## src/design/cfpp_pkg.sv

```systemverilog
// shared types, constants and crc function for the framed packet parser
package cfpp_pkg;

  localparam int unsigned LEN_LIMIT_MAX = 1024;

  localparam int CFG_INDEX_W = 2;
  localparam int CFG_DATA_W  = 11;
  localparam int LEN_W       = 11;
  localparam int INDEX_W     = 10;
  localparam int COUNT_W     = 32;
  localparam int TDATA_W     = 168;
  localparam int TUSER_W     = 4;
  localparam int TDATA_PAD_W = TDATA_W - (8 + INDEX_W + 8 + 8 + 4 * COUNT_W);

  localparam logic [LEN_W-1:0] LIMIT_CAP =
    (LEN_LIMIT_MAX > 2047) ? {LEN_W{1'b1}} : LEN_W'(LEN_LIMIT_MAX);

  localparam logic [7:0] CRC_POLY = 8'h07;
  localparam logic [7:0] CRC_INIT = 8'h00;

  localparam logic [LEN_W-1:0] MAX_LEN_RESET     = 11'd1024;
  localparam logic [7:0]       SYNC_FIRST_RESET  = 8'd165;
  localparam logic [7:0]       SYNC_SECOND_RESET = 8'd90;

  typedef enum logic [CFG_INDEX_W-1:0] {
    CFG_MAX_LEN     = 2'd0,
    CFG_SYNC_FIRST  = 2'd1,
    CFG_SYNC_SECOND = 2'd2
  } cfg_addr_t;

  typedef struct packed {
    logic [LEN_W-1:0] max_len;
    logic [7:0]       sync_first;
    logic [7:0]       sync_second;
  } cfg_t;

  typedef struct packed {
    logic [COUNT_W-1:0] length_error_count;
    logic [COUNT_W-1:0] crc_error_count;
    logic [COUNT_W-1:0] lost_count;
    logic [COUNT_W-1:0] good_count;
    logic [7:0]         gap;
    logic [7:0]         sequence_res;
    logic [INDEX_W-1:0] payload_index;
    logic [7:0]         payload_byte;
    logic               length_error;
    logic               crc_error;
    logic               frame_good;
    logic               payload_valid;
  } result_t;

  function automatic logic [7:0] crc8_step(input logic [7:0] acc, input logic [7:0] data);
    logic [7:0] c;
    c = acc ^ data;
    for (int k = 0; k < 8; k++) begin
      if (c[7]) begin
        c = {c[6:0], 1'b0} ^ CRC_POLY;
      end else begin
        c = {c[6:0], 1'b0};
      end
    end
    return c;
  endfunction

endpackage

```

## src/design/crc_framed_packet_parser_top.sv

```systemverilog
// top level of the sync word framed packet parser with crc-8 check
//
// one link byte enters per transfer on the s_ channel (s_tdata); every byte
// gives exactly one result transfer on the m_ channel. m_tuser carries the
// per-byte flags, m_tdata the payload byte with its index, the sequence and
// gap of a good frame and the four running totals after this byte.
// configuration is written through cfg_we / cfg_index / cfg_data; the user
// must write it only while the block is idle, which the block itself does
// not enforce: index 0 max payload length, 1 first sync byte, 2 second.
// a byte is held in the input register and parsed on its way into the
// result register, which offers its result on m_. one byte per cycle is
// sustained while the receiver takes every result; the limit is the single
// parse step between the two registers, which also updates the frame state.
// when the receiver stalls, the result register holds, then the input
// register fills and s_tready drops; nothing is lost or repeated.
// reset (rst, synchronous) empties both registers, restarts the sync hunt,
// clears the totals and loads the default configuration.
module crc_framed_packet_parser_top (
  input  logic                             clk,
  input  logic                             rst,
  input  logic                             s_tvalid,
  output logic                             s_tready,
  input  logic [7:0]                       s_tdata,  // rx_byte
  output logic                             m_tvalid,
  input  logic                             m_tready,
  // payload_byte, payload_index, sequence_res, gap, good_count, lost_count,
  // crc_error_count, length_error_count, zero fill
  output logic [cfpp_pkg::TDATA_W-1:0]     m_tdata,
  // payload_valid, frame_good, crc_error, length_error
  output logic [cfpp_pkg::TUSER_W-1:0]     m_tuser,
  input  logic                             cfg_we,
  input  logic [cfpp_pkg::CFG_INDEX_W-1:0] cfg_index,
  input  logic [cfpp_pkg::CFG_DATA_W-1:0]  cfg_data
);
  import cfpp_pkg::*;

  cfg_t       cfg;
  result_t    result;
  result_t    out_result;
  logic       in_full;
  logic [7:0] in_byte;
  logic       out_valid;
  logic       step;

  assign step     = in_full && (!out_valid || m_tready);
  assign s_tready = !in_full || step;

  cfpp_cfg_regs u_cfg_regs (
    .clk       (clk),
    .rst       (rst),
    .cfg_we    (cfg_we),
    .cfg_index (cfg_index),
    .cfg_data  (cfg_data),
    .cfg       (cfg)
  );

  cfpp_parser u_parser (
    .clk     (clk),
    .rst     (rst),
    .step    (step),
    .rx_byte (in_byte),
    .cfg     (cfg),
    .result  (result)
  );

  always_ff @(posedge clk) begin
    if (rst) begin
      in_full   <= 1'b0;
      out_valid <= 1'b0;
    end else begin
      if (s_tvalid && s_tready) begin
        in_full <= 1'b1;
      end else if (step) begin
        in_full <= 1'b0;
      end
      if (step) begin
        out_valid <= 1'b1;
      end else if (m_tready) begin
        out_valid <= 1'b0;
      end
    end
  end

  always_ff @(posedge clk) begin
    if (s_tvalid && s_tready) begin
      in_byte <= s_tdata;
    end
    if (step) begin
      out_result <= result;
    end
  end

  assign m_tvalid = out_valid;
  assign m_tdata  = {{TDATA_PAD_W{1'b0}},
                     out_result.length_error_count,
                     out_result.crc_error_count,
                     out_result.lost_count,
                     out_result.good_count,
                     out_result.gap,
                     out_result.sequence_res,
                     out_result.payload_index,
                     out_result.payload_byte};
  assign m_tuser  = {out_result.length_error,
                     out_result.crc_error,
                     out_result.frame_good,
                     out_result.payload_valid};

`ifndef SYNTHESIS
  a_flags_exclusive: assert property (@(posedge clk) disable iff (rst)
    m_tvalid |-> $onehot0(m_tuser))
    else $error("more than one result flag set");

  a_no_payload_fields: assert property (@(posedge clk) disable iff (rst)
    (m_tvalid && !m_tuser[0]) |-> (m_tdata[17:0] == 18'd0))
    else $error("payload fields set on a non-payload result");

  a_input_held: assert property (@(posedge clk) disable iff (rst)
    (in_full && !step) |=> (in_full && $stable(in_byte)))
    else $error("input register lost a waiting byte");

  a_good_count_step: assert property (@(posedge clk) disable iff (rst)
    (step && result.frame_good) |-> (result.good_count != out_result.good_count))
    else $error("good frame did not advance the good count");
`endif

endmodule

```

## src/design/cfpp_cfg_regs.sv

```systemverilog
// configuration registers written through the plain write port
module cfpp_cfg_regs (
  input  logic                            clk,
  input  logic                            rst,
  input  logic                            cfg_we,
  input  logic [cfpp_pkg::CFG_INDEX_W-1:0] cfg_index,
  input  logic [cfpp_pkg::CFG_DATA_W-1:0]  cfg_data,
  output cfpp_pkg::cfg_t                  cfg
);
  import cfpp_pkg::*;

  always_ff @(posedge clk) begin
    if (rst) begin
      cfg.max_len     <= MAX_LEN_RESET;
      cfg.sync_first  <= SYNC_FIRST_RESET;
      cfg.sync_second <= SYNC_SECOND_RESET;
    end else if (cfg_we) begin
      unique case (cfg_addr_t'(cfg_index))
        CFG_MAX_LEN:     cfg.max_len     <= cfg_data;
        CFG_SYNC_FIRST:  cfg.sync_first  <= cfg_data[7:0];
        CFG_SYNC_SECOND: cfg.sync_second <= cfg_data[7:0];
        default: ;
      endcase
    end
  end

endmodule

```

## src/design/cfpp_parser.sv

```systemverilog
// frame parser state machine, crc check and running counters
module cfpp_parser (
  input  logic              clk,
  input  logic              rst,
  input  logic              step,
  input  logic [7:0]        rx_byte,
  input  cfpp_pkg::cfg_t    cfg,
  output cfpp_pkg::result_t result
);
  import cfpp_pkg::*;

  typedef enum logic [2:0] {
    PH_SYNC_A  = 3'd0,
    PH_SYNC_B  = 3'd1,
    PH_SEQ     = 3'd2,
    PH_LEN_HI  = 3'd3,
    PH_LEN_LO  = 3'd4,
    PH_BODY    = 3'd5,
    PH_CHECK   = 3'd6
  } phase_t;

  phase_t             phase, phase_next;
  logic [7:0]         frame_sequence, frame_sequence_next;
  logic [7:0]         crc_acc, crc_acc_next;
  logic [7:0]         length_high, length_high_next;
  logic [LEN_W-1:0]   frame_length, frame_length_next;
  logic [LEN_W-1:0]   byte_position, byte_position_next;
  logic [7:0]         previous_sequence, previous_sequence_next;
  logic               have_previous, have_previous_next;
  logic [COUNT_W-1:0] good_total, good_total_next;
  logic [COUNT_W-1:0] lost_total, lost_total_next;
  logic [COUNT_W-1:0] crc_error_total, crc_error_total_next;
  logic [COUNT_W-1:0] length_error_total, length_error_total_next;

  logic [15:0]        len;
  logic [LEN_W-1:0]   limit;
  logic [7:0]         crc_byte;
  logic [LEN_W-1:0]   pos_inc;
  logic [7:0]         gap_calc;

  assign len      = {length_high, rx_byte};
  assign limit    = (cfg.max_len > LIMIT_CAP) ? LIMIT_CAP : cfg.max_len;
  assign crc_byte = crc8_step((phase == PH_SEQ) ? CRC_INIT : crc_acc, rx_byte);
  assign pos_inc  = byte_position + LEN_W'(1);
  assign gap_calc = frame_sequence - previous_sequence - 8'd1;

  always_comb begin
    phase_next              = phase;
    frame_sequence_next     = frame_sequence;
    crc_acc_next            = crc_acc;
    length_high_next        = length_high;
    frame_length_next       = frame_length;
    byte_position_next      = byte_position;
    previous_sequence_next  = previous_sequence;
    have_previous_next      = have_previous;
    good_total_next         = good_total;
    lost_total_next         = lost_total;
    crc_error_total_next    = crc_error_total;
    length_error_total_next = length_error_total;
    result                  = '0;

    unique case (phase)
      PH_SYNC_B: begin
        if (rx_byte == cfg.sync_second) begin
          phase_next = PH_SEQ;
        end else if (rx_byte != cfg.sync_first) begin
          phase_next = PH_SYNC_A;
        end
      end
      PH_SEQ: begin
        frame_sequence_next = rx_byte;
        crc_acc_next        = crc_byte;
        phase_next          = PH_LEN_HI;
      end
      PH_LEN_HI: begin
        length_high_next = rx_byte;
        crc_acc_next     = crc_byte;
        phase_next       = PH_LEN_LO;
      end
      PH_LEN_LO: begin
        if (len == 16'd0 || len > {5'd0, limit}) begin
          result.length_error     = 1'b1;
          length_error_total_next = length_error_total + COUNT_W'(1);
          phase_next              = PH_SYNC_A;
        end else begin
          frame_length_next  = len[LEN_W-1:0];
          crc_acc_next       = crc_byte;
          byte_position_next = '0;
          phase_next         = PH_BODY;
        end
      end
      PH_BODY: begin
        result.payload_valid = 1'b1;
        result.payload_byte  = rx_byte;
        result.payload_index = byte_position[INDEX_W-1:0];
        crc_acc_next         = crc_byte;
        byte_position_next   = pos_inc;
        if (pos_inc >= frame_length) begin
          phase_next = PH_CHECK;
        end
      end
      PH_CHECK: begin
        phase_next = PH_SYNC_A;
        if (crc_acc != rx_byte) begin
          result.crc_error     = 1'b1;
          crc_error_total_next = crc_error_total + COUNT_W'(1);
        end else begin
          if (have_previous) begin
            result.gap      = gap_calc;
            lost_total_next = lost_total + COUNT_W'(gap_calc);
          end
          have_previous_next     = 1'b1;
          previous_sequence_next = frame_sequence;
          good_total_next        = good_total + COUNT_W'(1);
          result.frame_good      = 1'b1;
          result.sequence_res    = frame_sequence;
        end
      end
      default: begin
        // hunting, and the unused phase code
        phase_next = (rx_byte == cfg.sync_first) ? PH_SYNC_B : PH_SYNC_A;
      end
    endcase

    result.good_count         = good_total_next;
    result.lost_count         = lost_total_next;
    result.crc_error_count    = crc_error_total_next;
    result.length_error_count = length_error_total_next;
  end

  always_ff @(posedge clk) begin
    if (rst) begin
      phase              <= PH_SYNC_A;
      have_previous      <= 1'b0;
      good_total         <= '0;
      lost_total         <= '0;
      crc_error_total    <= '0;
      length_error_total <= '0;
    end else if (step) begin
      phase              <= phase_next;
      have_previous      <= have_previous_next;
      good_total         <= good_total_next;
      lost_total         <= lost_total_next;
      crc_error_total    <= crc_error_total_next;
      length_error_total <= length_error_total_next;
    end
  end

  always_ff @(posedge clk) begin
    if (step) begin
      frame_sequence    <= frame_sequence_next;
      crc_acc           <= crc_acc_next;
      length_high       <= length_high_next;
      frame_length      <= frame_length_next;
      byte_position     <= byte_position_next;
      previous_sequence <= previous_sequence_next;
    end
  end

endmodule

```

## config.mk

```make
export PLATFORM = sky130hd
export DESIGN_NAME = crc_framed_packet_parser_top
export DESIGN_NICKNAME = d
export VERILOG_FILES = /design/src/design/cfpp_pkg.sv /design/src/design/crc_framed_packet_parser_top.sv /design/src/design/cfpp_cfg_regs.sv /design/src/design/cfpp_parser.sv
export SDC_FILE = /design/constraint.sdc
export NUM_CORES = 1
export LEC_CHECK = 0
export BUFFER_PORTS_ARGS = -buffer_cell sky130_fd_sc_hd__buf_4
export CORE_MARGIN = 3
export CORE_UTILIZATION = 53
export CTS_CLUSTER_DIAMETER = 50
export CTS_CLUSTER_SIZE = 20
export DETAILED_ROUTE_END_ITERATION = 6
export PLACE_DENSITY_LB_ADDON = 0.15
export SYNTH_ARGS = -nofsm -noshare
export SYNTH_HDL_FRONTEND = slang
export SYNTH_HIERARCHICAL = 1
export SYNTH_SLANG_ARGS = --single-unit
```

## constraint.sdc

```tcl
create_clock -name clk -period 4.25 [get_ports clk]
set_input_delay 0.2125 -clock clk [delete_from_list [all_inputs] [get_ports clk]]
set_output_delay 0.2125 -clock clk [all_outputs]
set_load 0.02 [all_outputs]
```

**Yosys cells after proc, flatten, opt, wreduce, memory -nomap -nowiden**

Index checks and enable logic that the tools add are counted.

- $add $sub $neg: 7
- Order comparisons: 3
- Equal/unequal tests: 15
- Mux-type cells: 37
- Bitwise operators: 13
- Reduce and logical (&&, ||, !) cells: 26

Operator list:

| operator | count |
|---|---|
| $mux 32 | 9 |
| $add 32x1->32 const B | 3 |
| $mux 3 | 12 |
| $add 32x8->32 | 1 |
| $not 3->3 | 8 |
| $mux 11 | 2 |
| $pmux 11 s2 | 1 |
| $pmux 3 s6 | 1 |
| $eq 8x8->1 | 2 |
| $gt 16x11->1 | 1 |
| $logic_not 16->1 | 1 |
| $mux 8 | 2 |
| $ne 8x8->1 | 2 |
| $pmux 8 s2 | 1 |
| $reduce_and 3->1 | 5 |
| $add 11x1->11 const B | 1 |
| $ge 11x11->1 | 1 |
| $gt 11x11->1 const B | 1 |
| $reduce_and 2->1 | 5 |
| $eq 3x3->1 const B | 3 |
| $mux 1 | 9 |
| $reduce_bool 2->1 | 4 |
| $sub 8x1->8 const B | 1 |
| $sub 8x8->8 | 1 |
| other kinds (15) | 24 |

- Register bits after elaboration: 389
- Input bits: 26
- Logic and storage cells: 131

**Logic depth before layout (Yosys ltp)**

Gate-level depths: netlist of run 1.

- Depth in word-level cells: 21
- Gate-level depth with buffers: 17
- Gate-level depth less buffers: 16

**Hierarchy**

Netlist of run 1, hierarchy kept.

Modules (own cells, without submodules):

| module | instances | cells each | area an instance (µm²) | sequential area each (µm²) |
|---|---|---|---|---|
| cfpp_parser | 1 | 1,416 | 11,965.2 | 4,264.1 |
| crc_framed_packet_parser_top | 1 | 191 | 5,377.7 | 5,265.0 |
| cfpp_cfg_regs | 1 | 115 | 1,153.6 | 540.5 |

**Worst setup path after synthesis of run 1**

No wires, ideal clock.

- Kind: reg2reg
- Start: register out_valid (netlist: m_tvalid)
- End: register u_parser.length_high[0] (enable)
- Library setup time: 383 ps
- Data arrival time: 4,127 ps
- Required time: 3,867 ps
- Setup slack: -260 ps
- Cell stages (with the launch flop): 7
- Buffers on the path: 2
- Period minus slack after synthesis: 4,510 ps
- Cell sequence: dfxtp_1 > nand2b_1 > and2_2 > inv_1 > clkbuf_1 > clkbuf_1 > nor3_1

- Word-level cells in the longest chain between the ends: 4

RTL lines:

| what | line | text |
|---|---|---|
| from (decl) | crc_framed_packet_parser_top.sv:42 | `logic out_valid;` |
| from (signal assigned) | crc_framed_packet_parser_top.sv:69 | `out_valid <= 1'b0;` |
| from (signal assigned) | crc_framed_packet_parser_top.sv:77 | `out_valid <= 1'b1;` |
| from (signal assigned) | crc_framed_packet_parser_top.sv:79 | `out_valid <= 1'b0;` |
| $logic_not 1->1 | crc_framed_packet_parser_top.sv:45 | `assign step = in_full && (!out_valid \|\| m_tready);` |
| $logic_or 1x1->1 | crc_framed_packet_parser_top.sv:45 |  |
| $logic_and 1x1->1 | crc_framed_packet_parser_top.sv:45 |  |
| via step | crc_framed_packet_parser_top.sv:43 | `logic step;` |
| $reduce_and 2->1 (no line) | -- |  |
| to (signal assigned) | cfpp_parser.sv:153 | `length_high <= length_high_next;` |
| to (decl) | cfpp_parser.sv:25 | `logic [7:0] length_high, length_high_next;` |

The timed path passes the listed nets, and every way through them passes these cells.
A chain may end at the register's enable or synchronous reset.

**Final worst setup path of run 1**

- Start: register u_parser.frame_sequence[0]
- End: register u_parser.lost_total[28]

- Word-level cells in the longest chain between the ends: 6

RTL lines:

| what | line | text |
|---|---|---|
| from (decl) | cfpp_parser.sv:23 | `logic [7:0] frame_sequence, frame_sequence_next;` |
| from (signal assigned) | cfpp_parser.sv:151 | `frame_sequence <= frame_sequence_next;` |
| $sub 8x8->8 | cfpp_parser.sv:45 | `assign gap_calc = frame_sequence - previous_sequence - 8'd1;` |
| $sub 8x1->8 | cfpp_parser.sv:45 |  |
| $add 32x8->32 | cfpp_parser.sv:110 | `lost_total_next = lost_total + COUNT_W'(gap_calc);` |
| $mux 32 | cfpp_parser.sv:108 | `if (have_previous) begin` |
| $mux 32 | cfpp_parser.sv:104 | `if (crc_acc != rx_byte) begin` |
| $mux 32 | cfpp_parser.sv:62 | `unique case (phase)` |
| to (signal assigned) | cfpp_parser.sv:143 | `lost_total <= lost_total_next;` |
| to (decl) | cfpp_parser.sv:31 | `logic [COUNT_W-1:0] lost_total, lost_total_next;` |

Every way passes these cells.

==> out/results.txt, run 1 <==
Synth cell types = 72
Unrepaired setup endpoints after global routing = no
Reg clk slew, reported paths = 60 ps
Switch share = 23.16%
Final worst path period need = 3818 ps
Total GRT Usage = 20.90%
Global placer's final weighted congestion = 0.8450
Final Net Count = 1,990
Least-Margin Pin Slew = 1024 ps
Fraction of the mapped netlist area in compound gates = 4.904%
Arrival time of the worst setup path = 4270 ps
Wirelength per Cell = 16.32 um
Result of the run = finished, final reports clean
Adder-Cell Fraction of Synth Area = 2.990%
Critical path launch point type = flip-flop
Initial antenna violation count = 0
Clock sink count = 389
Number of hold violations in the final report = 0
Setup Crit Path Kind = flip-flop to flip-flop
Delay of the slowest cell on the worst path = 480 ps
Post-route DRC = 0
Detail Placement HPWL = 26,530 um
Synthesized-area fraction occupied by xor and xnor cells = 13.40%
Cell chain of the critical path = ha_1 -> fa_1 -> a21o_1 -> a21oi_1 -> o21bai_1 -> a21oi_1 -> xnor2_1 -> ha_1 -> o21ai_0 -> nand2b_1 -> a21oi_1 -> buf_4 -> nor4_4 -> nand2_2 -> or3_1 -> a21oi_1
Post-detailed-placement cell area = 20,330 sq um
Crit end category = flip-flop
Power Internal = 6.382 mW
I/O Buffers = 193
Count of vias placed by the detailed router = 12,789
Area fraction of the dominant cell type after synthesis = 37.02%
Die outline area = 37,180 sq um
Largest fanout on the critical path = 8
Largest cells by area after synthesis = sky130_fd_sc_hd__edfxtp_1, sky130_fd_sc_hd__dfxtp_1, sky130_fd_sc_hd__xnor2_1
Final std cell area, no fill = 21,940 sq um
First-pass GRT wire length = 62,820 um
Cell type contributing the most total cell area after synthesis = sky130_fd_sc_hd__edfxtp_1
Antenna diode count = 0
Initial Utilization = 54.48%
Cell area after synthesis = 18,500 sq um
Die boundary width = 192.8 um
Fmax achieved = 0.2619 GHz
Share of synthesized cell area in and, or, nand and nor gates = 19.21%
TritonCTS clock tree = built
Clk_skew = 27.88 ps
Combinational Power Share = 6.3%
Area grow syn2layout = 18.62%
Proportion of synthesized chip area in sequential cells = 54.44%
Count of warnings emitted by yosys = 6
Num rows = 67
Top_reg_cell synth = sky130_fd_sc_hd__edfxtp_1
Final Max Slew Viols = 0
Final TNS setup = 0 ps
Reg power frac = 49.7%
Clk Latency, worst-skew pair = 550 ps
Overflow left after global routing = 0
Wire length after detailed routing = 39,210 um
Share of final-layout standard cells stronger than drive strength 1 = 16.27%
Core footprint = 33,950 sq um
Number of H-tree branching levels = 2
Main combinational cell family by area after synthesis = simple AND/OR/NAND/NOR gates
Multiplexer fraction of the synthesized cell area = 1.894%
Number of enable flip-flop cells after synthesis = 228
Final Core Density = 64.63%
1st-iter DRT viols = 773
Slew margin rel. = 31.22%
FF+latch count, synth = 389
Avg Inst Size Synth = 10.74 sq um
Period utilization = 89.83%
Total of endpoints with negative setup slack in the final report = 0
Number of vias per cell = 5.324
Buffer levels on the longest clock path = 3
Cell repeated most along the worst path = sky130_fd_sc_hd__a21oi_1
FILL cells = 2,694
Number of max-capacitance violations reported = 0
CTS root buf = sky130_fd_sc_hd__clkbuf_16
Commonest cells after routing, fill and taps aside = sky130_fd_sc_hd__edfxtp_1, sky130_fd_sc_hd__buf_4, sky130_fd_sc_hd__nor2_1
Pin count of the biggest net entering global routing = 153
Async S/R FF share, synth = 0%
Static Leakage = 8.232 nW
Power dissipated by switching net loads = 1.924 mW
Remaining antenna violation count = 0
Total clock buffers created by CTS = 41
Number of cells produced by synthesis = 1,722
Fraction of power consumed by the clock network = 44.0%
Number of optimization iterations in the first detailed-route pass = 5
Worst min-delay path class = input pin to flip-flop
Commonest non-fill, non-tap cell in the layout = sky130_fd_sc_hd__edfxtp_1
Worst EP required = 4700 ps
Worst supply voltage drop on vdd = 0.3358 mV
Floorplan die height = 192.8 um
Cell type of the slowest stage on the worst timing path = sky130_fd_sc_hd__nor4_4
Via count of the first global-routing pass = 12,210
IO Pins = 200
Total power per unit cell area = 378.6 nW/um^2
worst max-delay path: cells and delay by family (launching register included):
family / cells / cell delay [ps]
flip-flops: 1 / 400
buffers and inverters: 1 / 160
adder cells (fa/ha/maj): 3 / 980
XOR/XNOR: 1 / 100
AO/OA/AOI/OAI: 7 / 980
AND/OR/NAND/NOR: 4 / 1120
final cells by class:
type	count	area (sq um)	share of cell area, %
timing repair buffer	241	1889	8.611
multi-input combinational	1204	7866	35.85
clock buffer	49	1099	5.007
clock inverter	27	291.5	1.329
sequential	389	10070	45.89
inverter	44	165.2	0.7527
tap	448	560.5	2.555
cell usage after synthesis (3+ instances only):
master	number
sky130_fd_sc_hd__edfxtp_1	228
sky130_fd_sc_hd__and4_1	9
sky130_fd_sc_hd__a211oi_1	15
sky130_fd_sc_hd__nand2_1	129
sky130_fd_sc_hd__and2_1	26
sky130_fd_sc_hd__a2111oi_0	5
sky130_fd_sc_hd__mux2i_1	29
sky130_fd_sc_hd__nor2_1	207
sky130_fd_sc_hd__nand4_1	39
sky130_fd_sc_hd__xor2_1	124
sky130_fd_sc_hd__buf_4	6
sky130_fd_sc_hd__o21ai_0	30
sky130_fd_sc_hd__o21a_1	8
sky130_fd_sc_hd__nor3_1	21
sky130_fd_sc_hd__nand3_1	87
sky130_fd_sc_hd__nor3_2	3
sky130_fd_sc_hd__a21o_1	11
sky130_fd_sc_hd__ha_1	41
sky130_fd_sc_hd__buf_2	20
sky130_fd_sc_hd__xnor2_1	159
sky130_fd_sc_hd__nor2b_1	16
sky130_fd_sc_hd__a31oi_1	3
sky130_fd_sc_hd__o21bai_1	4
sky130_fd_sc_hd__or3_1	24
sky130_fd_sc_hd__a21oi_1	42
sky130_fd_sc_hd__and3_1	45
sky130_fd_sc_hd__clkbuf_1	55
sky130_fd_sc_hd__buf_6	4
sky130_fd_sc_hd__nand2b_1	39
sky130_fd_sc_hd__dfxtp_1	161
sky130_fd_sc_hd__buf_1	5
sky130_fd_sc_hd__and3b_1	3
sky130_fd_sc_hd__mux2_1	3
sky130_fd_sc_hd__nand3b_1	5
sky130_fd_sc_hd__inv_1	40
sky130_fd_sc_hd__or4_1	6
sky130_fd_sc_hd__nor4_1	21
state kept, by name (all words and copies together), names as in the netlist, 4 cells and up:
register	count
u_parser/crc_error_total	32
u_parser/good_total	32
u_parser/previous_sequence	8
u_parser/length_error_total	32
in_byte	8
u_parser/frame_sequence	8
u_cfg_regs/cfg	27
m_tuser	4
m_tdata	162
u_parser/lost_total	32
u_parser/length_high	8
u_parser/byte_position	11
u_parser/frame_length	11
u_parser/crc_acc	8
path summary, 6_finish.rpt:
kind,from,endpoint,slack (ps),depth (start not counted)
max,u_parser/frame_sequence[0],u_parser/lost_total[28],430,16
min,cfg_index[0],u_cfg_regs/cfg[26],70,3
min reg2reg,u_cfg_regs/cfg[16],u_cfg_regs/cfg[16],480,2
max reg2reg,u_parser/frame_sequence[0],u_parser/lost_total[28],430,16
per-stage QoR:
stage | total power [mW] | hold slack (ps) | instances | worst slack, ps
after detailed placement | 4.726 | 391.9 | 2304 | 466.3
final | 8.306 | 67.50 | 2402 | 432.0
after floorplan | 4.518 | 274.9 | 1727 | 564.6
after global placement | 4.717 | 392.1 | 2304 | 566.4
after CTS | 8.403 | 47.03 | 2402 | 458.0
after global routing | 8.595 | 65.24 | 2402 | 100.9
power by group through the flow:
stage,clock (mW),combinational [mW],sequential (mW)
3_3_place_gp,0,0.508,4.21
4_1_cts,3.74,0.532,4.13
5_1_grt,3.89,0.571,4.14
6_report,3.65,0.525,4.13
3_5_place_dp,0,0.515,4.21
2_1_floorplan,0,0.224,4.29
per-layer routing:
metal  global-route usage, %  vias to the layer above  share of wire, %
met5                       0                        -                 0
met3                   3.179                       64               5.4
met2                   34.91                      311                48
li1                        -                     6379                 -
met4                   6.080                        0               2.5
met1                   28.37                     6035                44
what timing repair did:
| item | CTS | global route |
|---|---|---|
| setup buffers | 0 | 0 |
| hold buffers | 22 | 0 |
| hold endpoints to repair | 30 | 0 |
| resized for setup | 0 | 0 |
cell families (layout without fill, tap and decap cells):
family                     after synthesis  in the layout
adders and majority gates               43             43
DFF                                    389            389
other                                    1              6
buffers and inverters                  134            361
and+or+nand+nor                        699            699
AOI/OAI and AO/OA                      139            139
xor gates and xnor gates               283            283
muxes                                   34             34
No activity file was read; power rests on OpenSTA's default activity.
==> run 2, diff against run 1 <==
--- a/config.mk
+++ b/config.mk
@@ -5,9 +5,10 @@
 export SDC_FILE = /design/constraint.sdc
 export NUM_CORES = 1
 export LEC_CHECK = 0
+export ABC_AREA = 1
 export BUFFER_PORTS_ARGS = -buffer_cell sky130_fd_sc_hd__buf_4
 export CORE_MARGIN = 3
-export CORE_UTILIZATION = 53
+export CORE_UTILIZATION = 50
 export CTS_CLUSTER_DIAMETER = 50
 export CTS_CLUSTER_SIZE = 20
 export DETAILED_ROUTE_END_ITERATION = 6
==> out/results.txt, run 2 <==
Result of the run = finished, final reports clean
FF+latch count, synth = 389 (unchanged)
Count of warnings emitted by yosys = 6 (unchanged)
Clk_skew = 19.03 ps (-8.845 ps)
Setup Crit Path Kind = flip-flop to flip-flop
Combinational Power Share = 10.2% (+3.9 points)
Area fraction of the dominant cell type after synthesis = 35.14% (-1.9 points)
Most common cell in the synthesized netlist = sky130_fd_sc_hd__nand2_1
Reg clk slew, reported paths = 60 ps (about the same)
Commonest cells in the netlist = sky130_fd_sc_hd__nand2_1, sky130_fd_sc_hd__inv_1, sky130_fd_sc_hd__edfxtp_1, sky130_fd_sc_hd__nor2_1, sky130_fd_sc_hd__nand3_1
Initial antenna violation count = 0 (unchanged)
I/O Buffers = 193 (unchanged)
Fmax achieved = 0.2652 GHz (+1.2%)
Proportion of synthesized chip area in sequential cells = 51.68% (-2.8 points)
Number of optimization iterations in the first detailed-route pass = 5 (unchanged)
Num rows = 71 (+6.0%)
Buffer levels on the longest clock path = 3 (unchanged)
Synth cell types = 45 (-38%)
Total of endpoints with negative setup slack in the final report = 0 (unchanged)
Top_reg_cell synth = sky130_fd_sc_hd__edfxtp_1
Power Internal = 6.833 mW (+7.1%)
Period utilization = 88.74% (-1.1 points)
Total GRT Usage = 21.88% (+0.98 points)
Final cell count without fillers = 3,081 (+28%)
Total power per unit cell area = 398.4 nW/um^2 (+5.2%)
Final Net Count = 2,603 (+31%)
Largest cells by area after synthesis = sky130_fd_sc_hd__edfxtp_1, sky130_fd_sc_hd__dfxtp_1, sky130_fd_sc_hd__nand2_1
Number of H-tree branching levels = 2 (unchanged)
Die outline area = 41,370 sq um (+11%)
Area grow syn2layout = 18.68% (about the same)
Die boundary width = 203.4 um (+5.5%)
Final worst path period need = 3771 ps (-46.67 ps)
CTS root buf = sky130_fd_sc_hd__clkbuf_16
Number of vias per cell = 5.143 (-3.4%)
Worst EP required = 4570 ps (-130 ps)
Core footprint = 38,020 sq um (+12%)
Cell chain of the critical path = ha_1 -> fa_1 -> nand2_1 -> inv_1 -> o21ai_0 -> and2_1 -> inv_1 -> a21oi_1 -> nor2_1 -> nor2_1 -> xnor2_1 -> ha_1 -> nand2_1 -> nor2_1 -> nand2_1 -> nand2_1 -> nand2_1 -> nor2_4 -> inv_1 -> nor2_2 -> xor2_1 -> inv_1
Power dissipated by switching net loads = 2.380 mW (+24%)
1st-iter DRT viols = 986 (+28%)
Slew margin rel. = 15.34% (-16 points)
Register area = 10,070 sq um (about the same)
First-pass GRT wire length = 74,240 um (+18%)
Clock sink count = 389 (unchanged)
Commonest cells after routing, fill and taps aside = sky130_fd_sc_hd__nand2_1, sky130_fd_sc_hd__inv_1, sky130_fd_sc_hd__edfxtp_1
Final TNS setup = 0 ps (unchanged)
Least-Margin Pin Slew = 1270 ps (+246.1 ps)
Async S/R FF share, synth = 0% (unchanged)
Static Leakage = 10.51 nW (+28%)
Arrival time of the worst setup path = 4090 ps (-180 ps)
IO Pins = 200 (unchanged)
Total instance count after detailed placement = 2,974 (+29%)
Overflow left after global routing = 0 (unchanged)
Multi-input gate area = 7538 sq um (-4.2%)
Worst min-delay path class = input pin to flip-flop
Avg Inst Size Synth = 8.319 sq um (-23%)
Unrepaired setup endpoints after global routing = no
Critical path launch point type = flip-flop
TritonCTS clock tree = built
Antenna diode count = 0 (unchanged)
Cell type of the slowest stage on the worst timing path = sky130_fd_sc_hd__edfxtp_1
Number of max-capacitance violations reported = 0 (unchanged)
Post-route DRC = 0 (unchanged)
Worst supply voltage drop on vdd = 0.3243 mV (-3.4%)
Wirelength per Cell = 14.96 um (-8.4%)
Post-detailed-placement cell area = 21,350 sq um (+5.0%)
Switch share = 25.83% (+2.7 points)
Wire length after detailed routing = 46,090 um (+18%)
Cell type contributing the most total cell area after synthesis = sky130_fd_sc_hd__edfxtp_1
Clk Latency, worst-skew pair = 570 ps (+20 ps)
Detail Placement HPWL = 31,120 um (+17%)
Commonest non-fill, non-tap cell in the layout = sky130_fd_sc_hd__nand2_1
Initial Utilization = 51.24% (-3.2 points)
Number of flip-flops in the largest register = 162 (unchanged)
Number of cells produced by synthesis = 2,342 (+36%)
Count of vias placed by the detailed router = 15,846 (+24%)
Final Max Slew Viols = 0 (unchanged)
Final Core Density = 60.82% (-3.8 points)
Number of enable flip-flop cells after synthesis = 228 (unchanged)
Fraction of power consumed by the clock network = 42.6% (-1.4 points)
Number of hold violations in the final report = 0 (unchanged)
Remaining antenna violation count = 0 (unchanged)
Floorplan die height = 203.4 um (+5.5%)
Pwr Total = 9.213 mW (+11%)
Largest fanout on the critical path = 5 (-3)
Pin count of the biggest net entering global routing = 205 (+34%)
Delay of the slowest cell on the worst path = 420 ps (-60 ps)
Cell repeated most along the worst path = sky130_fd_sc_hd__nand2_1
Cell area after synthesis = 19,480 sq um (+5.3%)
Reg power frac = 47.2% (-2.5 points)
Global placer's final weighted congestion = 0.8998 (+6.5%)
Share of final-layout standard cells stronger than drive strength 1 = 12.84% (-3.4 points)
Total clock buffers created by CTS = 45 (+9.8%)
Final std cell area, no fill = 23,120 sq um (+5.4%)
Crit end category = flip-flop
FILL cells = 3,341 (+24%)
Via count of the first global-routing pass = 15,060 (+23%)
==> run 2: cell type report <==
class                           instances  area share (%)
Clock buffer                           53           5.270
Clock inverter                         30           1.331
Inverter                              410           6.666
Multi-Input combinational cell       1459           32.60
Sequential cell                       389           43.56
Tap cell                              511           2.765
Timing Repair Buffer                  229           7.803
==> run 2: power by group through the flow <==
stage | registers [mW] | logic (mW) | clock network [mW]
finish | 4.35 | 0.936 | 3.93
global route | 4.37 | 1.05 | 4.18
CTS | 4.35 | 0.939 | 4.04
detailed placement | 4.43 | 0.917 | 0
global placement | 4.42 | 0.892 | 0
floorplan | 4.48 | 0.561 | 0
==> run 2: path summary, 6_finish.rpt <==
check	to	depth (start not counted)	startpoint	slack [ps]
min	u_cfg_regs/cfg[26]	4	cfg_we	90
min reg2reg	u_cfg_regs/cfg[26]	2	u_cfg_regs/cfg[26]	460
max	m_tdata[84]	22	u_parser/frame_sequence[0]	480
max reg2reg	m_tdata[84]	22	u_parser/frame_sequence[0]	480
==> run 2: through the flow <==
stage	hold WS (ps)	setup WS (ps)
final	87.72	478.7
after global routing	87.11	37.41
after CTS	53.91	365.4
after detailed placement	392.0	376.6
after global placement	391.3	528.5
after floorplan	271.9	-374.6
==> run 2: repair_timing <==
action / in CTS / in global routing
endpoints found under the setup margin: 0 / 6
setup buffers: 0 / 0
gates resized for setup: 0 / 2
hold buffers: 24 / 0
endpoints found under the hold margin: 36 / 0
==> run 2: worst max-delay path: cells and delay by family (launching register included) <==
| kind | cells | cell delay (ps) |
|---|---|---|
| AOI/OAI and AO/OA | 2 | 240 |
| DFF | 1 | 420 |
| and+or+nand+nor | 11 | 1300 |
| adders and majority gates | 3 | 1030 |
| buffers and inverters | 4 | 220 |
| xor gates and xnor gates | 2 | 310 |
==> run 2: cells by family after synthesis <==
kind of cell | Yosys count | share of synthesized area, %
compound gates | 287 | 7.533
xor+xnor | 107 | 5.041
fa+ha+maj | 43 | 2.838
buf+inv | 499 | 10.09
flops | 389 | 51.68
other cells | 1 | 0.01925
simple gates | 1016 | 22.80
==> run 2: routing by layer <==
layer	global-route usage [%]	up-vias	share of wire, %
li1	-	7988	-
met1	28.97	7364	44
met2	37.11	418	48
met3	3.224	76	5.3
met4	7.276	0	2.7
met5	0	-	0
